`config.mk`:
```
export PLATFORM = sky130hd
export DESIGN_NAME = stream_find_and_replace_core_flat
export DESIGN_NICKNAME = d
export VERILOG_FILES = /design/src/hw/rtl/sfr_pkg.sv /design/src/hw/rtl/sfr_text_if.sv /design/src/hw/rtl/sfr_result_if.sv /design/src/hw/rtl/stream_find_and_replace_core.sv /design/src/hw/rtl/sfr_front.sv /design/src/hw/rtl/sfr_queue.sv /design/src/hw/rtl/sfr_back.sv /design/src/flat_wrapper.sv
export SDC_FILE = /design/constraint.sdc
export NUM_CORES = 1
export LEC_CHECK = 0
export BUFFER_PORTS_ARGS = -buffer_cell sky130_fd_sc_hd__buf_2
export CELL_PAD_IN_SITES_DETAIL_PLACEMENT = 0
export CELL_PAD_IN_SITES_GLOBAL_PLACEMENT = 1
export CORE_ASPECT_RATIO = 0.6
export CORE_UTILIZATION = 50
export CTS_CLUSTER_SIZE = 12
export DETAILED_ROUTE_END_ITERATION = 7
export PLACE_DENSITY_LB_ADDON = 0.05
export REMOVE_ABC_BUFFERS = 1
export SLEW_MARGIN = 10
export SYNTH_ARGS = -nofsm -noshare
export SYNTH_HDL_FRONTEND = slang
export SYNTH_SLANG_ARGS = --single-unit
```
`constraint.sdc`:
```
create_clock -name clk -period 13.3 [get_ports clk]
set_input_delay 3.99 -clock clk [delete_from_list [all_inputs] [get_ports clk]]
set_output_delay 3.99 -clock clk [all_outputs]
set_load 0.03 [all_outputs]
```
`src/hw/rtl/sfr_pkg.sv`:
```
`default_nettype none

package sfr_pkg;

    // fixed field widths
    localparam int unsigned BYTE_W      = 8;
    localparam int unsigned MAX_RESULTS = 8;
    localparam int unsigned JOB_DATA_W  = MAX_RESULTS * BYTE_W;
    localparam int unsigned LEN_W       = 4;
    localparam int unsigned SHOWN_W     = 16;
    localparam int unsigned CFG_INDEX_W = 3;
    localparam int unsigned CFG_DATA_W  = 64;
    localparam int unsigned QUEUE_DEPTH = 2;

    // configuration register indexes
    localparam logic [CFG_INDEX_W-1:0] CFG_PATTERN_BYTES      = 3'd0;
    localparam logic [CFG_INDEX_W-1:0] CFG_PATTERN_LENGTH     = 3'd1;
    localparam logic [CFG_INDEX_W-1:0] CFG_REPLACEMENT_BYTES  = 3'd2;
    localparam logic [CFG_INDEX_W-1:0] CFG_REPLACEMENT_LENGTH = 3'd3;
    localparam logic [CFG_INDEX_W-1:0] CFG_CASE_INSENSITIVE   = 3'd4;

    // ascii upper case lies strictly between these two codes
    localparam logic [BYTE_W-1:0] UPPER_BELOW = 8'd64;
    localparam logic [BYTE_W-1:0] UPPER_ABOVE = 8'd91;
    localparam logic [BYTE_W-1:0] CASE_OFFSET = 8'd32;

    // one burst of results caused by one text item
    typedef struct packed {
        logic [JOB_DATA_W-1:0] data;
        logic [LEN_W-1:0]      count;
        logic                  bare;
        logic                  last_item;
        logic [SHOWN_W-1:0]    match_total;
    } job_t;

    function automatic logic [BYTE_W-1:0] fold(input logic [BYTE_W-1:0] c,
                                               input logic            ci);
        logic [BYTE_W-1:0] r;
        r = c;
        if (ci && (c > UPPER_BELOW) && (c < UPPER_ABOVE))
        begin
            r = c + CASE_OFFSET;
        end
        return r;
    endfunction

endpackage

`default_nettype wire

```
`src/hw/rtl/sfr_text_if.sv`:
```
`default_nettype none

interface sfr_text_if;
    logic       valid;
    logic       ready;
    logic [7:0] text_byte;
    logic       text_end;

    modport source (output valid, output text_byte, output text_end, input ready);
    modport sink (input valid, input text_byte, input text_end, output ready);
endinterface

`default_nettype wire

```
`src/hw/rtl/sfr_result_if.sv`:
```
`default_nettype none

interface sfr_result_if;
    logic        valid;
    logic        ready;
    logic [7:0]  out_byte;
    logic        byte_valid;
    logic        run_last;
    logic        stream_end;
    logic [15:0] match_count;

    modport source (output valid, output out_byte, output byte_valid, output run_last,
                    output stream_end, output match_count, input ready);
    modport sink (input valid, input out_byte, input byte_valid, input run_last,
                  input stream_end, input match_count, output ready);
endinterface

`default_nettype wire

```
`src/hw/rtl/stream_find_and_replace_core.sv`:
```
`default_nettype none

// channel  | dir | handshake     | payload
// ---------+-----+---------------+----------------------------------------------------
// text     | in  | valid/ready   | text_byte[7:0], text_end
// result   | out | valid/ready   | out_byte[7:0], byte_valid, run_last, stream_end,
//          |     |               | match_count[15:0]
// cfg      | in  | cfg_we        | cfg_index[2:0], cfg_wdata[63:0]
//
// one text item is taken per cycle while the job queue has room; its zero to eight result
// items leave one per cycle through the serializer while the output is not stalled
// the first result of an item goes through the job queue, written when the item is
// taken, and then the output register, and can wait behind earlier bursts or a stall
// a two-entry job queue parts the front from the back; text ready drops only when
// both entries are held, e.g. while a long replacement drains under output stalls
// reset is asynchronous and active low; no clearing pass, the pending window
// holds no data until written

module stream_find_and_replace_core #(
    parameter int MAX_PATTERN = 8,
    parameter int COUNT_WIDTH = 16
) (
    input  wire logic                             clk,
    input  wire logic                             rst_n,
    input  wire logic                             cfg_we,
    input  wire logic [sfr_pkg::CFG_INDEX_W-1:0]  cfg_index,
    input  wire logic [sfr_pkg::CFG_DATA_W-1:0]   cfg_wdata,
    sfr_text_if.sink                              text,
    sfr_result_if.source                          result
);

    // front to queue
    logic          push;
    logic          q_full;
    sfr_pkg::job_t front_job;

    // queue to back
    logic          head_valid;
    logic          pop;
    sfr_pkg::job_t head_job;

    // front: config registers, pending window, compare and match counter
    sfr_front #(
        .MAX_PATTERN (MAX_PATTERN),
        .COUNT_WIDTH (COUNT_WIDTH)
    ) u_front (
        .clk       (clk),
        .rst_n     (rst_n),
        .cfg_we    (cfg_we),
        .cfg_index (cfg_index),
        .cfg_wdata (cfg_wdata),
        .in_valid  (text.valid),
        .in_ready  (text.ready),
        .text_byte (text.text_byte),
        .text_end  (text.text_end),
        .q_full    (q_full),
        .push      (push),
        .job       (front_job)
    );

    // short queue of result bursts
    sfr_queue u_queue (
        .clk        (clk),
        .rst_n      (rst_n),
        .push       (push),
        .push_job   (front_job),
        .full       (q_full),
        .pop        (pop),
        .head_valid (head_valid),
        .head_job   (head_job)
    );

    // back: walks each burst one item per cycle into the output register while the output is not stalled
    sfr_back u_back (
        .clk         (clk),
        .rst_n       (rst_n),
        .head_valid  (head_valid),
        .head_job    (head_job),
        .pop         (pop),
        .out_valid   (result.valid),
        .out_ready   (result.ready),
        .out_byte    (result.out_byte),
        .byte_valid  (result.byte_valid),
        .run_last    (result.run_last),
        .stream_end  (result.stream_end),
        .match_count (result.match_count)
    );

endmodule

`default_nettype wire

```
`src/hw/rtl/sfr_front.sv`:
```
`default_nettype none

module sfr_front #(
    parameter int MAX_PATTERN = 8,
    parameter int COUNT_WIDTH = 16
) (
    input  wire logic                             clk,
    input  wire logic                             rst_n,
    input  wire logic                             cfg_we,
    input  wire logic [sfr_pkg::CFG_INDEX_W-1:0]  cfg_index,
    input  wire logic [sfr_pkg::CFG_DATA_W-1:0]   cfg_wdata,
    input  wire logic                             in_valid,
    output logic                                  in_ready,
    input  wire logic [sfr_pkg::BYTE_W-1:0]       text_byte,
    input  wire logic                             text_end,
    input  wire logic                             q_full,
    output logic                                  push,
    output sfr_pkg::job_t                         job
);

    localparam int WIN_W  = MAX_PATTERN * sfr_pkg::BYTE_W;
    localparam int FILL_W = (MAX_PATTERN > 1) ? $clog2(MAX_PATTERN) : 1;
    localparam int WIDE_W = (COUNT_WIDTH > sfr_pkg::SHOWN_W) ? COUNT_WIDTH : sfr_pkg::SHOWN_W;
    localparam int LW     = sfr_pkg::LEN_W;

    logic [sfr_pkg::CFG_DATA_W-1:0] pat_reg;
    logic [LW-1:0]                  plen_raw_reg;
    logic [sfr_pkg::CFG_DATA_W-1:0] repl_reg;
    logic [LW-1:0]                  rlen_raw_reg;
    logic                           ci_reg;

    logic [WIN_W-1:0]       win_reg, win_next;
    logic [FILL_W-1:0]      fill_reg, fill_next;
    logic [COUNT_WIDTH-1:0] cnt_reg, cnt_next;

    logic [LW-1:0]     plen, rlen, plen_new, keep_new, fill_ext, new_fill, drop;
    logic [WIN_W-1:0]  cat;
    logic              full_win, hit, accept;
    logic [WIDE_W-1:0] cnt_wide;

    // effective lengths, clamped
    function automatic logic [LW-1:0] clamp_plen(input logic [LW-1:0] raw);
        logic [LW-1:0] r;
        r = raw;
        if (raw == '0)
        begin
            r = LW'(1);
        end
        else if (raw > LW'(MAX_PATTERN))
        begin
            r = LW'(MAX_PATTERN);
        end
        return r;
    endfunction

    assign plen     = clamp_plen(plen_raw_reg);
    assign rlen     = (rlen_raw_reg > LW'(sfr_pkg::MAX_RESULTS)) ?
                      LW'(sfr_pkg::MAX_RESULTS) : rlen_raw_reg;
    assign plen_new = clamp_plen(cfg_wdata[LW-1:0]);
    assign keep_new = plen_new - LW'(1);
    assign fill_ext = LW'(fill_reg);
    assign drop     = fill_ext - keep_new;
    assign new_fill = fill_ext + LW'(1);
    assign full_win = (new_fill == plen);

    assign in_ready = !q_full;
    assign accept   = in_valid && !q_full;

    // pending bytes with the new one placed after them
    always_comb
    begin
        for (int k = 0; k < MAX_PATTERN; k++)
        begin
            if (LW'(k) < fill_ext)
            begin
                cat[k*sfr_pkg::BYTE_W +: sfr_pkg::BYTE_W] = win_reg[k*sfr_pkg::BYTE_W +: sfr_pkg::BYTE_W];
            end
            else
            begin
                cat[k*sfr_pkg::BYTE_W +: sfr_pkg::BYTE_W] = text_byte;
            end
        end
    end

    always_comb
    begin
        hit = 1'b1;
        for (int k = 0; k < MAX_PATTERN; k++)
        begin
            if ((LW'(k) < plen) &&
                (sfr_pkg::fold(cat[k*sfr_pkg::BYTE_W +: sfr_pkg::BYTE_W], ci_reg) !=
                 sfr_pkg::fold(pat_reg[k*sfr_pkg::BYTE_W +: sfr_pkg::BYTE_W], ci_reg)))
            begin
                hit = 1'b0;
            end
        end
    end

    assign cnt_next = (full_win && hit && (cnt_reg != {COUNT_WIDTH{1'b1}})) ?
                      cnt_reg + COUNT_WIDTH'(1) : cnt_reg;
    assign cnt_wide = WIDE_W'(cnt_next);

    // result burst for this item
    always_comb
    begin
        job.data        = sfr_pkg::JOB_DATA_W'(cat);
        job.count       = '0;
        job.bare        = 1'b0;
        job.last_item   = text_end;
        job.match_total = (cnt_wide > WIDE_W'(16'hFFFF)) ? 16'hFFFF : cnt_wide[15:0];
        win_next        = cat;
        fill_next       = fill_reg;
        priority if (full_win && hit)
        begin
            job.data  = repl_reg;
            job.count = rlen;
            fill_next = '0;
        end
        else if (full_win)
        begin
            job.count = text_end ? plen : LW'(1);
            win_next  = cat >> sfr_pkg::BYTE_W;
            fill_next = text_end ? '0 : FILL_W'(plen - LW'(1));
        end
        else
        begin
            job.count = text_end ? new_fill : '0;
            fill_next = text_end ? '0 : FILL_W'(new_fill);
        end
        if (text_end && (job.count == '0))
        begin
            job.bare  = 1'b1;
            job.count = LW'(1);
            job.data  = '0;
        end
    end

    assign push = accept && (job.count != '0);

    always_ff @(posedge clk or negedge rst_n)
    begin
        if (!rst_n)
        begin
            pat_reg      <= '0;
            plen_raw_reg <= LW'(1);
            repl_reg     <= '0;
            rlen_raw_reg <= '0;
            ci_reg       <= 1'b0;
            fill_reg     <= '0;
            cnt_reg      <= '0;
        end
        else if (cfg_we)
        begin
            unique case (cfg_index)
                sfr_pkg::CFG_PATTERN_BYTES:
                begin
                    pat_reg <= cfg_wdata;
                end
                sfr_pkg::CFG_PATTERN_LENGTH:
                begin
                    plen_raw_reg <= cfg_wdata[LW-1:0];
                    if (fill_ext > keep_new)
                    begin
                        fill_reg <= FILL_W'(keep_new);
                    end
                end
                sfr_pkg::CFG_REPLACEMENT_BYTES:
                begin
                    repl_reg <= cfg_wdata;
                end
                sfr_pkg::CFG_REPLACEMENT_LENGTH:
                begin
                    rlen_raw_reg <= cfg_wdata[LW-1:0];
                end
                sfr_pkg::CFG_CASE_INSENSITIVE:
                begin
                    ci_reg <= cfg_wdata[0];
                end
                default:
                begin
                end
            endcase
        end
        else if (accept)
        begin
            fill_reg <= fill_next;
            cnt_reg  <= cnt_next;
        end
    end

    // window bytes, no reset
    always_ff @(posedge clk)
    begin
        if (cfg_we && (cfg_index == sfr_pkg::CFG_PATTERN_LENGTH) && (fill_ext > keep_new))
        begin
            win_reg <= win_reg >> {drop, 3'b000};
        end
        else if (!cfg_we && accept)
        begin
            win_reg <= win_next;
        end
    end

endmodule

`default_nettype wire

```
`src/hw/rtl/sfr_queue.sv`:
```
`default_nettype none

module sfr_queue (
    input  wire logic          clk,
    input  wire logic          rst_n,
    input  wire logic          push,
    input  wire sfr_pkg::job_t push_job,
    output logic               full,
    input  wire logic          pop,
    output logic               head_valid,
    output sfr_pkg::job_t      head_job
);

    localparam int PTR_W = $clog2(sfr_pkg::QUEUE_DEPTH);
    localparam int CNT_W = $clog2(sfr_pkg::QUEUE_DEPTH + 1);

    sfr_pkg::job_t    entry_reg [sfr_pkg::QUEUE_DEPTH];
    logic [PTR_W-1:0] wr_ptr_reg, rd_ptr_reg;
    logic [CNT_W-1:0] cnt_reg, cnt_next;
    logic             do_push, do_pop;

    assign full       = (cnt_reg == CNT_W'(sfr_pkg::QUEUE_DEPTH));
    assign head_valid = (cnt_reg != '0);
    assign head_job   = entry_reg[rd_ptr_reg];
    assign do_push    = push && !full;
    assign do_pop     = pop && head_valid;

    always_comb
    begin
        cnt_next = cnt_reg;
        if (do_push && !do_pop)
        begin
            cnt_next = cnt_reg + CNT_W'(1);
        end
        else if (do_pop && !do_push)
        begin
            cnt_next = cnt_reg - CNT_W'(1);
        end
    end

    always_ff @(posedge clk or negedge rst_n)
    begin
        if (!rst_n)
        begin
            wr_ptr_reg <= '0;
            rd_ptr_reg <= '0;
            cnt_reg    <= '0;
        end
        else
        begin
            cnt_reg <= cnt_next;
            if (do_push)
            begin
                wr_ptr_reg <= wr_ptr_reg + PTR_W'(1);
            end
            if (do_pop)
            begin
                rd_ptr_reg <= rd_ptr_reg + PTR_W'(1);
            end
        end
    end

    always_ff @(posedge clk)
    begin
        if (do_push)
        begin
            entry_reg[wr_ptr_reg] <= push_job;
        end
    end

endmodule

`default_nettype wire

```
`src/hw/rtl/sfr_back.sv`:
```
`default_nettype none

module sfr_back (
    input  wire logic                          clk,
    input  wire logic                          rst_n,
    input  wire logic                          head_valid,
    input  wire sfr_pkg::job_t                 head_job,
    output logic                               pop,
    output logic                               out_valid,
    input  wire logic                          out_ready,
    output logic [sfr_pkg::BYTE_W-1:0]         out_byte,
    output logic                               byte_valid,
    output logic                               run_last,
    output logic                               stream_end,
    output logic [sfr_pkg::SHOWN_W-1:0]        match_count
);

    localparam int IDX_W = $clog2(sfr_pkg::MAX_RESULTS);

    logic [IDX_W-1:0]              idx_reg;
    logic                          valid_reg;
    logic [sfr_pkg::BYTE_W-1:0]    byte_reg;
    logic                          bv_reg, rl_reg, se_reg;
    logic [sfr_pkg::SHOWN_W-1:0]   mc_reg;
    logic                          advance, last;

    assign advance = head_valid && (!valid_reg || out_ready);
    assign last    = ((sfr_pkg::LEN_W'(idx_reg) + sfr_pkg::LEN_W'(1)) == head_job.count);
    assign pop     = advance && last;

    assign out_valid   = valid_reg;
    assign out_byte    = byte_reg;
    assign byte_valid  = bv_reg;
    assign run_last    = rl_reg;
    assign stream_end  = se_reg;
    assign match_count = mc_reg;

    always_ff @(posedge clk or negedge rst_n)
    begin
        if (!rst_n)
        begin
            idx_reg   <= '0;
            valid_reg <= 1'b0;
        end
        else if (advance)
        begin
            valid_reg <= 1'b1;
            idx_reg   <= last ? '0 : idx_reg + IDX_W'(1);
        end
        else if (out_ready)
        begin
            valid_reg <= 1'b0;
        end
    end

    always_ff @(posedge clk)
    begin
        if (advance)
        begin
            byte_reg <= head_job.data[idx_reg*sfr_pkg::BYTE_W +: sfr_pkg::BYTE_W];
            bv_reg   <= !head_job.bare;
            rl_reg   <= last;
            se_reg   <= last && head_job.last_item;
            mc_reg   <= head_job.match_total;
        end
    end

endmodule

`default_nettype wire

```
`src/flat_wrapper.sv`:
```
// flat-port wrapper written by rule: the top's interface ports become plain ports
module stream_find_and_replace_core_flat 
#(
    parameter int MAX_PATTERN = 8,
    parameter int COUNT_WIDTH = 16
)
  (clk, rst_n, cfg_we, cfg_index, cfg_wdata, text_valid, text_text_byte, text_text_end, text_ready, result_valid, result_out_byte, result_byte_valid, result_run_last, result_stream_end, result_match_count, result_ready);
  sfr_text_if text_i ();
  sfr_result_if result_i ();
  input  wire logic clk;
  input  wire logic rst_n;
  input  wire logic cfg_we;
  input  wire logic [sfr_pkg::CFG_INDEX_W-1:0] cfg_index;
  input  wire logic [sfr_pkg::CFG_DATA_W-1:0] cfg_wdata;
  input wire logic [$bits(text_i.valid)-1:0] text_valid;
  input wire logic [$bits(text_i.text_byte)-1:0] text_text_byte;
  input wire logic [$bits(text_i.text_end)-1:0] text_text_end;
  output wire logic [$bits(text_i.ready)-1:0] text_ready;
  output wire logic [$bits(result_i.valid)-1:0] result_valid;
  output wire logic [$bits(result_i.out_byte)-1:0] result_out_byte;
  output wire logic [$bits(result_i.byte_valid)-1:0] result_byte_valid;
  output wire logic [$bits(result_i.run_last)-1:0] result_run_last;
  output wire logic [$bits(result_i.stream_end)-1:0] result_stream_end;
  output wire logic [$bits(result_i.match_count)-1:0] result_match_count;
  input wire logic [$bits(result_i.ready)-1:0] result_ready;
  assign text_i.valid = text_valid;
  assign text_i.text_byte = text_text_byte;
  assign text_i.text_end = text_text_end;
  assign text_ready = text_i.ready;
  assign result_valid = result_i.valid;
  assign result_out_byte = result_i.out_byte;
  assign result_byte_valid = result_i.byte_valid;
  assign result_run_last = result_i.run_last;
  assign result_stream_end = result_i.stream_end;
  assign result_match_count = result_i.match_count;
  assign result_i.ready = result_ready;
  stream_find_and_replace_core #(.MAX_PATTERN(MAX_PATTERN), .COUNT_WIDTH(COUNT_WIDTH)) u_core (.clk(clk), .rst_n(rst_n), .cfg_we(cfg_we), .cfg_index(cfg_index), .cfg_wdata(cfg_wdata), .text(text_i), .result(result_i));
endmodule
```
; ---- Yosys cells after proc, flatten, opt, wreduce, memory -nomap -nowiden
; Memory sizes are Yosys's and may differ from the RTL's.
; Cells that the tools add are included.
[classes]
n_div = 0
n_shift = 2
order_cmp = 53
n_bitwise = 1
n_eq_ne = 18
n_reduce_logical = 79
multipliers = 0
n_mux = 64
add_sub_neg = 27
[op_table]
columns = operator, count
row1 = $mux W64, 5
row2 = $mux W8, 24
row3 = $add A8 B6 Y8 const B, 16
row4 = $gt A8 B7 Y1 const B, 16
row5 = $lt A8 B7 Y1 const B, 16
row6 = $mux W69, 1
row7 = $ne A8 B8 Y1, 8
row8 = $shiftx A64 B7 Y8, 1
row9 = $shr A64 B7 Y64, 1
row10 = $logic_and A1 B1 Y1, 55
row11 = $mux W4, 9
row12 = $mux W16, 2
row13 = $mux W3, 9
row14 = $add A16 B1 Y16 const B, 1
row15 = $gt A16 B16 Y1 const B, 1
row16 = $lt A3 B4 Y1 const A, 4
row17 = $ne A16 B16 Y1 const B, 1
row18 = $gt A4 B4 Y1 const B, 3
row19 = $logic_not A4 Y1, 3
row20 = $lt A3 B3 Y1 const A, 4
row21 = $mux W1, 12
row22 = $reduce_and A2 Y1, 6
row23 = $reduce_bool A2 Y1, 5
row24 = $add A3 B1 Y4 const B, 2
row25 = other kinds (25), 39
[totals]
romBits = 0
memories = 1
regBits = 255
output_inout_bits = 29
input_bits = 81
mem_bits_rw = 172
wordCells = 263
latchBits = 0
[mem_list]
columns = name, words, width, rd, rd_clocked_by_memory_dff, wr, line_no
row1 = u_core.u_queue.entry_reg, 2, 86, 1, 0, 1, sfr_queue.sv:17  ; sfr_pkg::job_t entry_reg [sfr_pkg::QUEUE_DEPTH];

; ---- Logic depth before layout (Yosys ltp)
; Gate-level depths: netlist (run 1).
[logic_depth]
ltp_word = 28
ltp_mapped = 18
ltp_nobuf = 15

; ---- Modules after synthesis
; A second synthesis (run 1) with hierarchy kept.
[unflattened]
cells_unflattened = 2075
hier_area_um2 = 24114.4
[modules_own_cells]
columns = mod, area_each_um2, cells_each, instances
row1 = sfr_front, 15951.5, 1703, 1
row2 = sfr_queue, 6525.0, 287, 1
row3 = sfr_back, 1637.8, 85, 1

; ---- Worst setup path before layout (run 1)
; No wires, ideal clock.
[synth_timing]
kind = input to register
start = input port text_text_byte[5]
end = memory u_core.u_queue.entry_reg[0][0] (netlist bit), enable pin
path_stages = 13
n_path_buf = 2
setup_time_ns = 0.541
slack_ns = 2.720
t_arrival_ns = 10.038
path_cell_list = clkbuf_1 clkbuf_1 mux2i_1 inv_1 ha_1 nand3_1 o32a_1 o221ai_1 nor3_1 o22ai_1 nor4_4 a41oi_1 nor2b_1
[synth_via]
elab_chain_cells = 25
elab_cells_between_ends = 90
classes_between = add/sub: 8 / order compare: 16 / eq/ne: 8 / mux: 28 / reduce/logical: 30
[synth_lines]
columns = item, line_no
row1 = "start, declared", flat_wrapper.sv:16  ; input wire logic [$bits(text_i.text_byte)-1:0] text_text_byte;
row2 = $mux W8, sfr_front.sv:74  ; if (LW'(k) < fill_ext)
row3 = $gt A8 B7 Y1, sfr_pkg.sv:40  ; if (ci && (c > UPPER_BELOW) && (c < UPPER_ABOVE))
row4 = $logic_and A1 B1 Y1 (2 in series), sfr_pkg.sv:40
row5 = $mux W8, sfr_pkg.sv:40
row6 = $ne A8 B8 Y1, sfr_front.sv:91  ; (sfr_pkg::fold(cat[k*sfr_pkg::BYTE_W +: sfr_pkg::BYTE_W], ci_reg) !=
row7 = $logic_and A1 B1 Y1, sfr_front.sv:90  ; if ((LW'(k) < plen) &&
row8 = $mux W1 (7 in series), sfr_front.sv:90
row9 = $mux W1 *, sfr_front.sv:90
row10 = [... 3 more ...], -
row11 = $logic_and A1 B1 Y1, sfr_front.sv:130  ; if (text_end && (job.count == '0))
row12 = $mux W69 *, sfr_front.sv:130
row13 = $reduce_bool A4 Y1 *, sfr_front.sv:138  ; assign push = accept && (job.count != '0);
row14 = $logic_and A1 B1 Y1 *, sfr_front.sv:138
row15 = $logic_and A1 B1 Y1 *, sfr_queue.sv:25  ; assign do_push = push && !full;
row16 = named net u_core.u_queue.do_push, sfr_queue.sv:20  ; logic do_push, do_pop;
row17 = $mux W1 *, sfr_queue.sv:65  ; if (do_push)
row18 = $mux W1 (implied by the code) *, sfr_queue.sv:67  ; entry_reg[wr_ptr_reg] <= push_job;
row19 = "end, declared", sfr_queue.sv:17
; Mark *: on every way through the listed nets, which the timed path passes. The rest lies on a longest branch.

==> results.ini, run 1 <==
[outcome]
status = completed

[drt]
drtIter0Drc = 2026
ant_nets = 0
drtPass1Iterations = 5
vias_per_cell = 6.410
drt-total-wl_um = 72760
drc = 0
vias = 16941
wl_per_cell_um = 27.53

[floorplan]
die_area_um2 = 47160
core_um2 = 45190
die_height_um = 168.6
num_io_pins = 110
die_w_um = 279.7
initial_core_util = 0.5119
row_count = 60

[clock_network]
root_buffer = clkbuf_16
cts_resized = 0
ctsLongestPathBuffers = 3
cts_hold_buffers = 0
cts.sinks = 427
cts_tree = done
post_cts_buffers = 0
ctsHtreeMaxLevel = 2
clk_latency_ns = 0.58
cts.clk_slew.worst_paths_ns = 0.06
numCtsBuffers = 44

[timing]
drv_slew = 0
fin_crit_ns = 9.678
hold_violations = 0
fmax_mhz = 103.3
rsz0062_at_grt = false
skew_ns = 0.02567
period_share = 0.7277
relSlewSlack = 0.1791
worst_pin_slew_ns = 1.227
finalSetupViolations = 0
fin_tns_setup_ns = 0

[synth]
synth_edf_count = 263
synth_top_family_by_area = multiplexers
synth_fa_ha_area_frac = 0.01493
ys.flop_type = edfxtp_1
synth_xor_area_frac = 0.03975
syn_area_um2 = 23140
synth_cells = 1924
synth_seq_area_share = 0.5188
synth-simple-area-share = 0.09697
synthesis.area_per_instance_um2 = 12.02
synth_cell_types = 78
ys_ff_latch = 427
synth_compound_area_frac = 0.1092
synth_mux_area_frac = 0.1913
yosys_warnings = 0
async_flop_share = 0.3841

[power_and_ir_drop]
sw_frac_of_total = 0.4032
powerDensity_nw_per_um2 = 229.6
p_sw_uw = 2371
power_frac_comb = 0.432
p_seq_frac = 0.365
leakagePower_uw = 0.009730
clkPwrFrac = 0.204
power.internal_uw = 3510
max-vdd-ir-drop_mv = 0.1589

[worst_hold_path]
holdPathStages = 2
min_path_type = reg2reg
min_from = u_core.u_back.out_valid

[finish]
finalInstanceArea_um2 = 25610
synthToLayoutAreaGrowth_pct = 10.69
drive_gt1_frac = 0.2300
nets = 2094
largest_register_ffs = 172

[worst_setup_path]
end_kind = flip-flop
cp.arrival_ns = 9.94
reg2reg_depth = 14
crit_type = in2reg
path_max_fanout = 80
r2r-start = u_core.u_front.fill_reg[2]
crit_path_top_delay_cell = o21ai_4
crit_chain = buf_2 > mux2i_1 > a41oi_1 > a41oi_1 > xor2_1 > nor4_1 > o22ai_1 > nor4_4 > nand2_4 > o21ai_4 > buf_4 > a211oi_1
setup.worst_path.start = text_text_byte[2]
required_ns = 13.57
critPathLaunchType = input port
critPathMaxStageDelay_ns = 1.09
crit_path_frequent_cell = a41oi_1

[placement]
hpwl_um = 50900
placed_cell_area_um2 = 24250
port_buffers = 109
gp_congestion = 0.9490

[global_route]
antenna_found_initial = 3
gr-total-overflow = 0
grt_pass1_vias = 16148
grtUsageTotal = 0.3116
grt_max_degree = 81
grt_pass1_wl_um = 108200

[run]
drv_cap = 0

==> kinds of logic after synthesis <==
logic type                 count (synthesis)
xor gates and xnor gates                 105
adders and majority gates                 27
buffers and inverters                    164
AOI/OAI and AO/OA                        365
DFF                                      427
muxes                                    366
and+or+nand+nor                          470
==> worst max-delay path, delay by kind of cell <==
family | cells | cell delay, ns
xor+xnor | 1 | 0.10
buf+inv | 2 | 0.81
mux | 1 | 0.59
simple gates | 3 | 2.14
compound gates | 5 | 2.21
==> layer usage <==
layer	global-route usage	vias to the layer above	part of all wire
li1	-	7444	-
met1	0.5017	8639	0.48
met2	0.4146	768	0.40
met3	0.07923	84	0.11
met4	0.05845	6	0.017
met5	0.02872	-	0.0031
==> power by group through the flow <==
stage / sequential [uW] / combinational [uW] / clock (uW)
detailed placement: 2160 / 2480 / 0
global route: 2180 / 2720 / 1260
finish: 2150 / 2540 / 1200
CTS: 2140 / 2500 / 1220
global placement: 2150 / 2440 / 0
floorplan: 2170 / 1650 / 0
==> stage by stage <==
stage | util | setup slack, ns | hold slack [ns] | total power (uW) | std cells
2_1_floorplan | - | 2.975 | 0.4555 | 3821 | 1797
3_3_place_gp | 0.5366 | 3.334 | 0.4910 | 4595 | 2560
3_5_place_dp | 0.5366 | 3.203 | 0.4913 | 4642 | 2560
4_1_cts | 0.5666 | 3.797 | 0.5052 | 5851 | 2642
5_1_grt | 0.5666 | 3.445 | 0.5149 | 6157 | 2642
6_report | 0.5667 | 3.622 | 0.4947 | 5881 | 2643
==> cells in the final DEF (no fill, tap or decap), types with 14 or more instances in the layout <==
| cell | count |
|---|---|
| a211oi_1 | 58 |
| a21oi_1 | 75 |
| a221o_1 | 17 |
| a221oi_1 | 15 |
| a22o_1 | 14 |
| a31oi_1 | 14 |
| and3_1 | 16 |
| buf_2 | 108 |
| buf_4 | 34 |
| clkbuf_1 | 24 |
| clkbuf_16 | 45 |
| dfrtp_1 | 162 |
| edfxtp_1 | 263 |
| ha_1 | 25 |
| inv_1 | 36 |
| mux2_2 | 193 |
| mux2i_1 | 130 |
| mux4_2 | 41 |
| nand2_1 | 87 |
| nand2b_1 | 17 |
| nand3_1 | 30 |
| nor2_1 | 181 |
| nor2b_1 | 15 |
| nor3_1 | 51 |
| o21ai_0 | 68 |
| o221ai_1 | 16 |
| xnor2_1 | 48 |
| xor2_1 | 56 |
==> path summary, 6_finish.rpt <==
path                                                   end  slack, ns
max                        u_core.u_queue.entry_reg[0][38]       3.62
min                                u_core.u_back.out_valid       0.49
max reg2reg                u_core.u_queue.entry_reg[0][38]       6.03
min reg2reg                        u_core.u_back.out_valid       0.49
max in group asynchronous       u_core.u_front.pat_reg[49]       8.75
min in group asynchronous      u_core.u_front.repl_reg[29]       3.35
==> area by class of cell <==
class / instances / area [um2]
Clock inverter: 9 / 85.08
Timing Repair Buffer: 143 / 807.0
Antenna cell: 1 / 2.502
Fill cell: 3939 / 19580
Multi-Input combinational cell: 1333 / 10520
Sequential cell: 427 / 12010
Clock buffer: 73 / 1271
Inverter: 37 / 138.9
Tap cell: 620 / 775.7
==> cell usage after synthesis, drive strengths merged, types with 32 or more instances <==
cell	n	area [um2]
xnor2	49	429.2
nand2	88	332.8
mux4	41	923.4
buf	53	255.2
mux2i	132	1329
clkbuf	74	277.8
nor3	58	310.3
dfrtp	163	4079
a211oi	58	435.4
nor2	183	689.4
xor2	56	490.5
nand3	32	170.2
o21ai	71	359.1
edfxtp	263	7898
inv	37	138.9
mux2	193	2173
a21oi	76	384.1
Note: power is estimated with default switching activity, not from simulation.
==> run 2: changes to the inputs <==
Settings changed: CORE_UTILIZATION 50 to 46.
Clock period 13.3 ns to 8.8 ns, I/O delays scaled along.
==> run 2 against run 1 <==
Global-route usage is 1.9 points lower; clock-buffer cell count down 1; critical path depth is 2 higher; combinational power is 54% higher; clock power grew 50%; clock skew decreased by 0.0049 ns; utilization down 4.6 points; hold slack improved by 0.014 ns; cell area is 0.71% higher; first-iteration DRC count shrank 4.0%; sequential power up 51%; highest routed layer is now met4; critical path type unchanged.
==> results.ini, run 2 (same netlist as run 1, synthesis figures left out) <==
[finish]
fin_util = 0.5210
mostFrequentLayoutCell = edfxtp_1
diodes = 0
nets = 2108
layout_common_cells = edfxtp_1, mux2_2, nor2_1
fin_cells = 2685
synthToLayoutAreaGrowth_pct = 11.48
drive_gt1_frac = 0.2354
largest_register_ffs = 172
fillCellCount = 4341

[power_and_ir_drop]
power_frac_comb = 0.437
clkPwrFrac = 0.201
p_seq_frac = 0.362
p_total_uw = 8963
leakagePower_uw = 0.009807
max-vdd-ir-drop_mv = 0.3092
sw_frac_of_total = 0.4049
power.internal_uw = 5334
p_sw_uw = 3629
powerDensity_nw_per_um2 = 347.5

[worst_setup_path]
crit_chain = buf_2 > mux2i_1 > inv_1 > ha_1 > inv_1 > a31oi_1 > xnor2_1 > nor4_1 > o22ai_1 > nor4_4 > nand2_4 > buf_4 > buf_4 > a211oi_1
required_ns = 9.15
critPathLaunchType = input port
end_kind = flip-flop
crit_family = simple AND/OR/NAND/NOR gates
path_max_fanout = 71
critPathMaxStageDelay_ns = 0.92
crit_type = in2reg
crit_path_top_delay_cell = nor4_1
cp.arrival_ns = 7.64
crit_buf_inv = 5

[floorplan]
die_height_um = 175.7
die_w_um = 291.5
row_count = 63
num_io_pins = 110
core_um2 = 49500
die_area_um2 = 51230
initial_core_util = 0.4674

[placement]
port_buffers = 109
gp_congestion = 0.9337
place_inst = 2604
hpwl_um = 53110

[global_route]
grt_pass1_wl_um = 110600
grt_max_degree = 72
antenna_found_initial = 3
gr-total-overflow = 0
grt_pass1_vias = 16071
grtUsageTotal = 0.2931

[worst_hold_path]
min_path_type = reg2reg

[clock_network]
cts_hold_buffers = 0
root_buffer = clkbuf_16
numCtsBuffers = 44
cts.sinks = 427
cts.clk_slew.worst_paths_ns = 0.06
cts_tree = done
ctsLongestPathBuffers = 3
ctsHtreeMaxLevel = 2
clk_latency_ns = 0.58
post_cts_buffers = 0
cts_resized = 0

[drt]
drtIter0Drc = 1944
wl_met1_um = 36850
drt-total-wl_um = 74850
vias_per_cell = 6.317
wl_per_cell_um = 27.88
vias = 16961
wl_met3_um = 7823
met2WireLength_um = 28920
drc = 0
ant_nets = 0
drtPass1Iterations = 6
highest_layer = met4

[timing]
fin_crit_ns = 7.288
fmax_mhz = 137.2
hold_violations = 0
fin_tns_setup_ns = 0
relSlewSlack = 0.1971
period_share = 0.8281
holdWs_ns = 0.5083
worst_pin_slew_ns = 1.200
finalSetupViolations = 0
skew_ns = 0.02079
drv_slew = 0
rsz0062_at_grt = false

[run]
drv_cap = 0

[outcome]
status = completed

==> run 2: power by group through the flow <==
stage | Clock (uW) | Sequential, uW | Combinational [uW]
final | 1800 | 3250 | 3920
after global routing | 1900 | 3300 | 4190
after CTS | 1830 | 3230 | 3860
after detailed placement | 0 | 3260 | 3840
after global placement | 0 | 3260 | 3810
after floorplan | 0 | 3280 | 2490
==> run 2: per-stage QoR <==
| step | setup WS (ns) | area, um2 |
|---|---|---|
| floorplan | -0.1752 | 22600 |
| global placement | 1.187 | 24460 |
| detailed placement | 1.140 | 24460 |
| CTS | 1.697 | 25790 |
| global route | 1.455 | 25790 |
| finish | 1.512 | 25790 |
==> run 2: layout make-up <==
class,instances,area [um2],share of cell area
Clock buffer,72,1257,0.04876
Clock inverter,9,75.07,0.002911
Inverter,37,138.9,0.005385
Multi-Input combinational cell,1333,10530,0.4081
Sequential cell,427,12010,0.4655
Tap cell,650,813.3,0.03153
Timing Repair Buffer,157,974.7,0.03779
==> run 2: worst paths after layout <==
path | start | to | slack, ns | depth (start not counted)
min | u_core.u_front.repl_reg[55] | u_core.u_front.repl_reg[55] | 0.51 | 1
max | text_text_byte[6] | u_core.u_queue.entry_reg[1][54] | 1.51 | 14
min in group asynchronous | rst_n | u_core.u_front.repl_reg[9] | 1.98 | 1
min reg2reg | u_core.u_front.repl_reg[55] | u_core.u_front.repl_reg[55] | 0.51 | 1
max in group asynchronous | rst_n | u_core.u_queue.rd_ptr_reg | 5.49 | 2
max reg2reg | u_core.u_front.fill_reg[2] | u_core.u_queue.entry_reg[1][54] | 2.61 | 15
==> run 2: routing by layer <==
metal | track usage | vias up
met5 | 0 | -
met1 | 0.4674 | 8669
met4 | 0.05526 | 0
li1 | - | 7461
met2 | 0.3835 | 748
met3 | 0.08959 | 83
==> run 2: worst register-to-register path: stages, from the launching register on <==
cell and delay, ns:
dfrtp_1 0.36, buf_4 0.40, o21a_1 0.76, mux2i_1 0.42
inv_1 0.16, ha_1 0.32, nor2_1 0.11, nand4_1 0.14
a311o_1 0.36, nor4_1 0.50, o22ai_1 0.24, nor4_4 0.67
nand2_4 0.11, buf_4 0.36, buf_4 0.47, a211oi_1 0.58
==> run 3: changes to the inputs <==
Settings changed: CORE_UTILIZATION 46 to 50.
Clock period 8.8 ns to 7.2 ns, I/O delays scaled along.
==> run 3 against run 2 <==
Sequential share of layout area decreased by 0.33 points; non-clock buffer count increased by 19; first-iteration DRC count increased by 8.3%; cell count decreased by 0.37%; cell area increased by 0.72%; clock power increased by 23%; flip-flop and latch count unchanged; combinational power increased by 24%; largest power group unchanged.
==> results.ini, run 3 (same netlist as run 1, synthesis figures left out) <==
[drt]
ant_nets = 0
drc = 0
wl_per_cell_um = 27.85
vias = 17316
drtIter0Drc = 2105
drtPass1Iterations = 6
vias_per_cell = 6.473
drt-total-wl_um = 74500

[worst_setup_path]
cp.arrival_ns = 6.23
r2r_slack_ns = 1.52
crit_type = in2reg
critPathLaunchType = input port
setup.worst_path.start = text_text_byte[1]
r2r-start = u_core.u_front.fill_reg[2]
required_ns = 7.51
path_max_fanout = 18
end_kind = flip-flop

[clock_network]
ctsLongestPathBuffers = 3
clk_latency_ns = 0.58
cts.clk_slew.worst_paths_ns = 0.06
root_buffer = clkbuf_16
numCtsBuffers = 44
ctsHtreeMaxLevel = 2
cts_resized = 0
cts_tree = done
cts.sinks = 427
cts_hold_buffers = 0
post_cts_buffers = 0

[floorplan]
initial_core_util = 0.5119
die_area_um2 = 47160
die_height_um = 168.6
die_w_um = 279.7
core_um2 = 45190
row_count = 60
num_io_pins = 110

[global_route]
antenna_found_initial = 3
grtUsageTotal = 0.3186
grt_max_degree = 99
grt_pass1_wl_um = 110900
grt_pass1_vias = 16493
gr-total-overflow = 0

[finish]
layout_common_cells = edfxtp_1, mux2_2, nor2_1
finalInstanceArea_um2 = 25980
drive_gt1_frac = 0.2420
largest_register_ffs = 172
fin_util = 0.5748
nets = 2127
fin_cells = 2675
mostFrequentLayoutCell = edfxtp_1
synthToLayoutAreaGrowth_pct = 12.28
fillCellCount = 3812

[timing]
skew_ns = 0.02571
worst_pin_slew_ns = 1.199
finalSetupViolations = 0
relSlewSlack = 0.1974
fin_crit_ns = 5.920
hold_violations = 0
rsz0062_at_grt = false
fmax_mhz = 168.9
period_share = 0.8222
drv_slew = 0

[placement]
place_inst = 2593
placed_cell_area_um2 = 24620
port_buffers = 109
hpwl_um = 52400
gp_congestion = 0.9700

[power_and_ir_drop]
leakagePower_uw = 0.009926
max-vdd-ir-drop_mv = 0.3320
powerDensity_nw_per_um2 = 426.2

[outcome]
status = completed

[run]
drv_cap = 0

[worst_hold_path]
min_from = u_core.u_front.repl_reg[58]
min_path_type = reg2reg

-- run 3: cell count changes in the layout (fill, tap and decap cells not counted), sizes merged --
cell	change
buf	+19
clkinv	+2
inv	-2
diode	+1
-- run 3: critical path: stages --
cell and delay [ns]:
buf_2 0.25, or4_4 0.65, o22ai_2 0.27, o22ai_1 0.17, o211a_1 0.25, a311o_1 0.31
nor4_1 0.48, o22ai_1 0.24, nor4_4 0.28, buf_4 0.23, a21oi_4 0.12, and2_1 0.35
a221o_1 0.43
-- run 3: per-stage QoR --
step | total power, uW | hold slack [ns] | TNS [ns] | worst slack (ns)
2_1_floorplan | 7058 | 0.4555 | -200.10 | -1.364
3_3_place_gp | 8680 | 0.4936 | 0 | 0.8526
3_5_place_dp | 8771 | 0.4968 | 0 | 0.7957
4_1_cts | 11000 | 0.5113 | 0 | 1.377
5_1_grt | 11570 | 0.5162 | 0 | 1.215
6_report | 11070 | 0.5075 | 0 | 1.280
-- run 3: report_power, final --
part	switching (uW)	internal, uW	total [uW]
Combinational	2890	1960	4850
Sequential	574	3420	4000
Clock	1010	1210	2220
-- run 3: final timing paths --
| path | end | cells past startpoint |
|---|---|---|
| worst max-delay path | u_core.u_front.win_reg[55] | 13 |
| worst min-delay path | u_core.u_front.repl_reg[58] | 1 |
| worst max register to register | u_core.u_front.win_reg[55] | 16 |
| worst min register to register | u_core.u_front.repl_reg[58] | 1 |
| max in group asynchronous | u_core.u_front.repl_reg[9] | 2 |
| min in group asynchronous | u_core.u_front.pat_reg[27] | 1 |
-- run 3: per-layer routing --
layer / vias up / track usage / share of wire
met4: 4 / 0.06415 / 0.020
li1: 7495 / - / -
met2: 925 / 0.4312 / 0.40
met3: 109 / 0.09027 / 0.12
met1: 8783 / 0.5016 / 0.46
met5: - / 0 / 0.00021
-- run 3: layout make-up --
| class | instances | area [um2] | area share |
|---|---|---|---|
| sequential | 427 | 12010 | 0.4622 |
| multi-input combinational | 1333 | 10520 | 0.4051 |
| clock buffer | 72 | 1269 | 0.04884 |
| timing repair buffer | 176 | 1180 | 0.04542 |
| tap | 620 | 775.7 | 0.02986 |
| inverter | 37 | 138.9 | 0.005346 |
| clock inverter | 9 | 82.58 | 0.003179 |
| antenna | 1 | 2.502 | 0.00009633 |
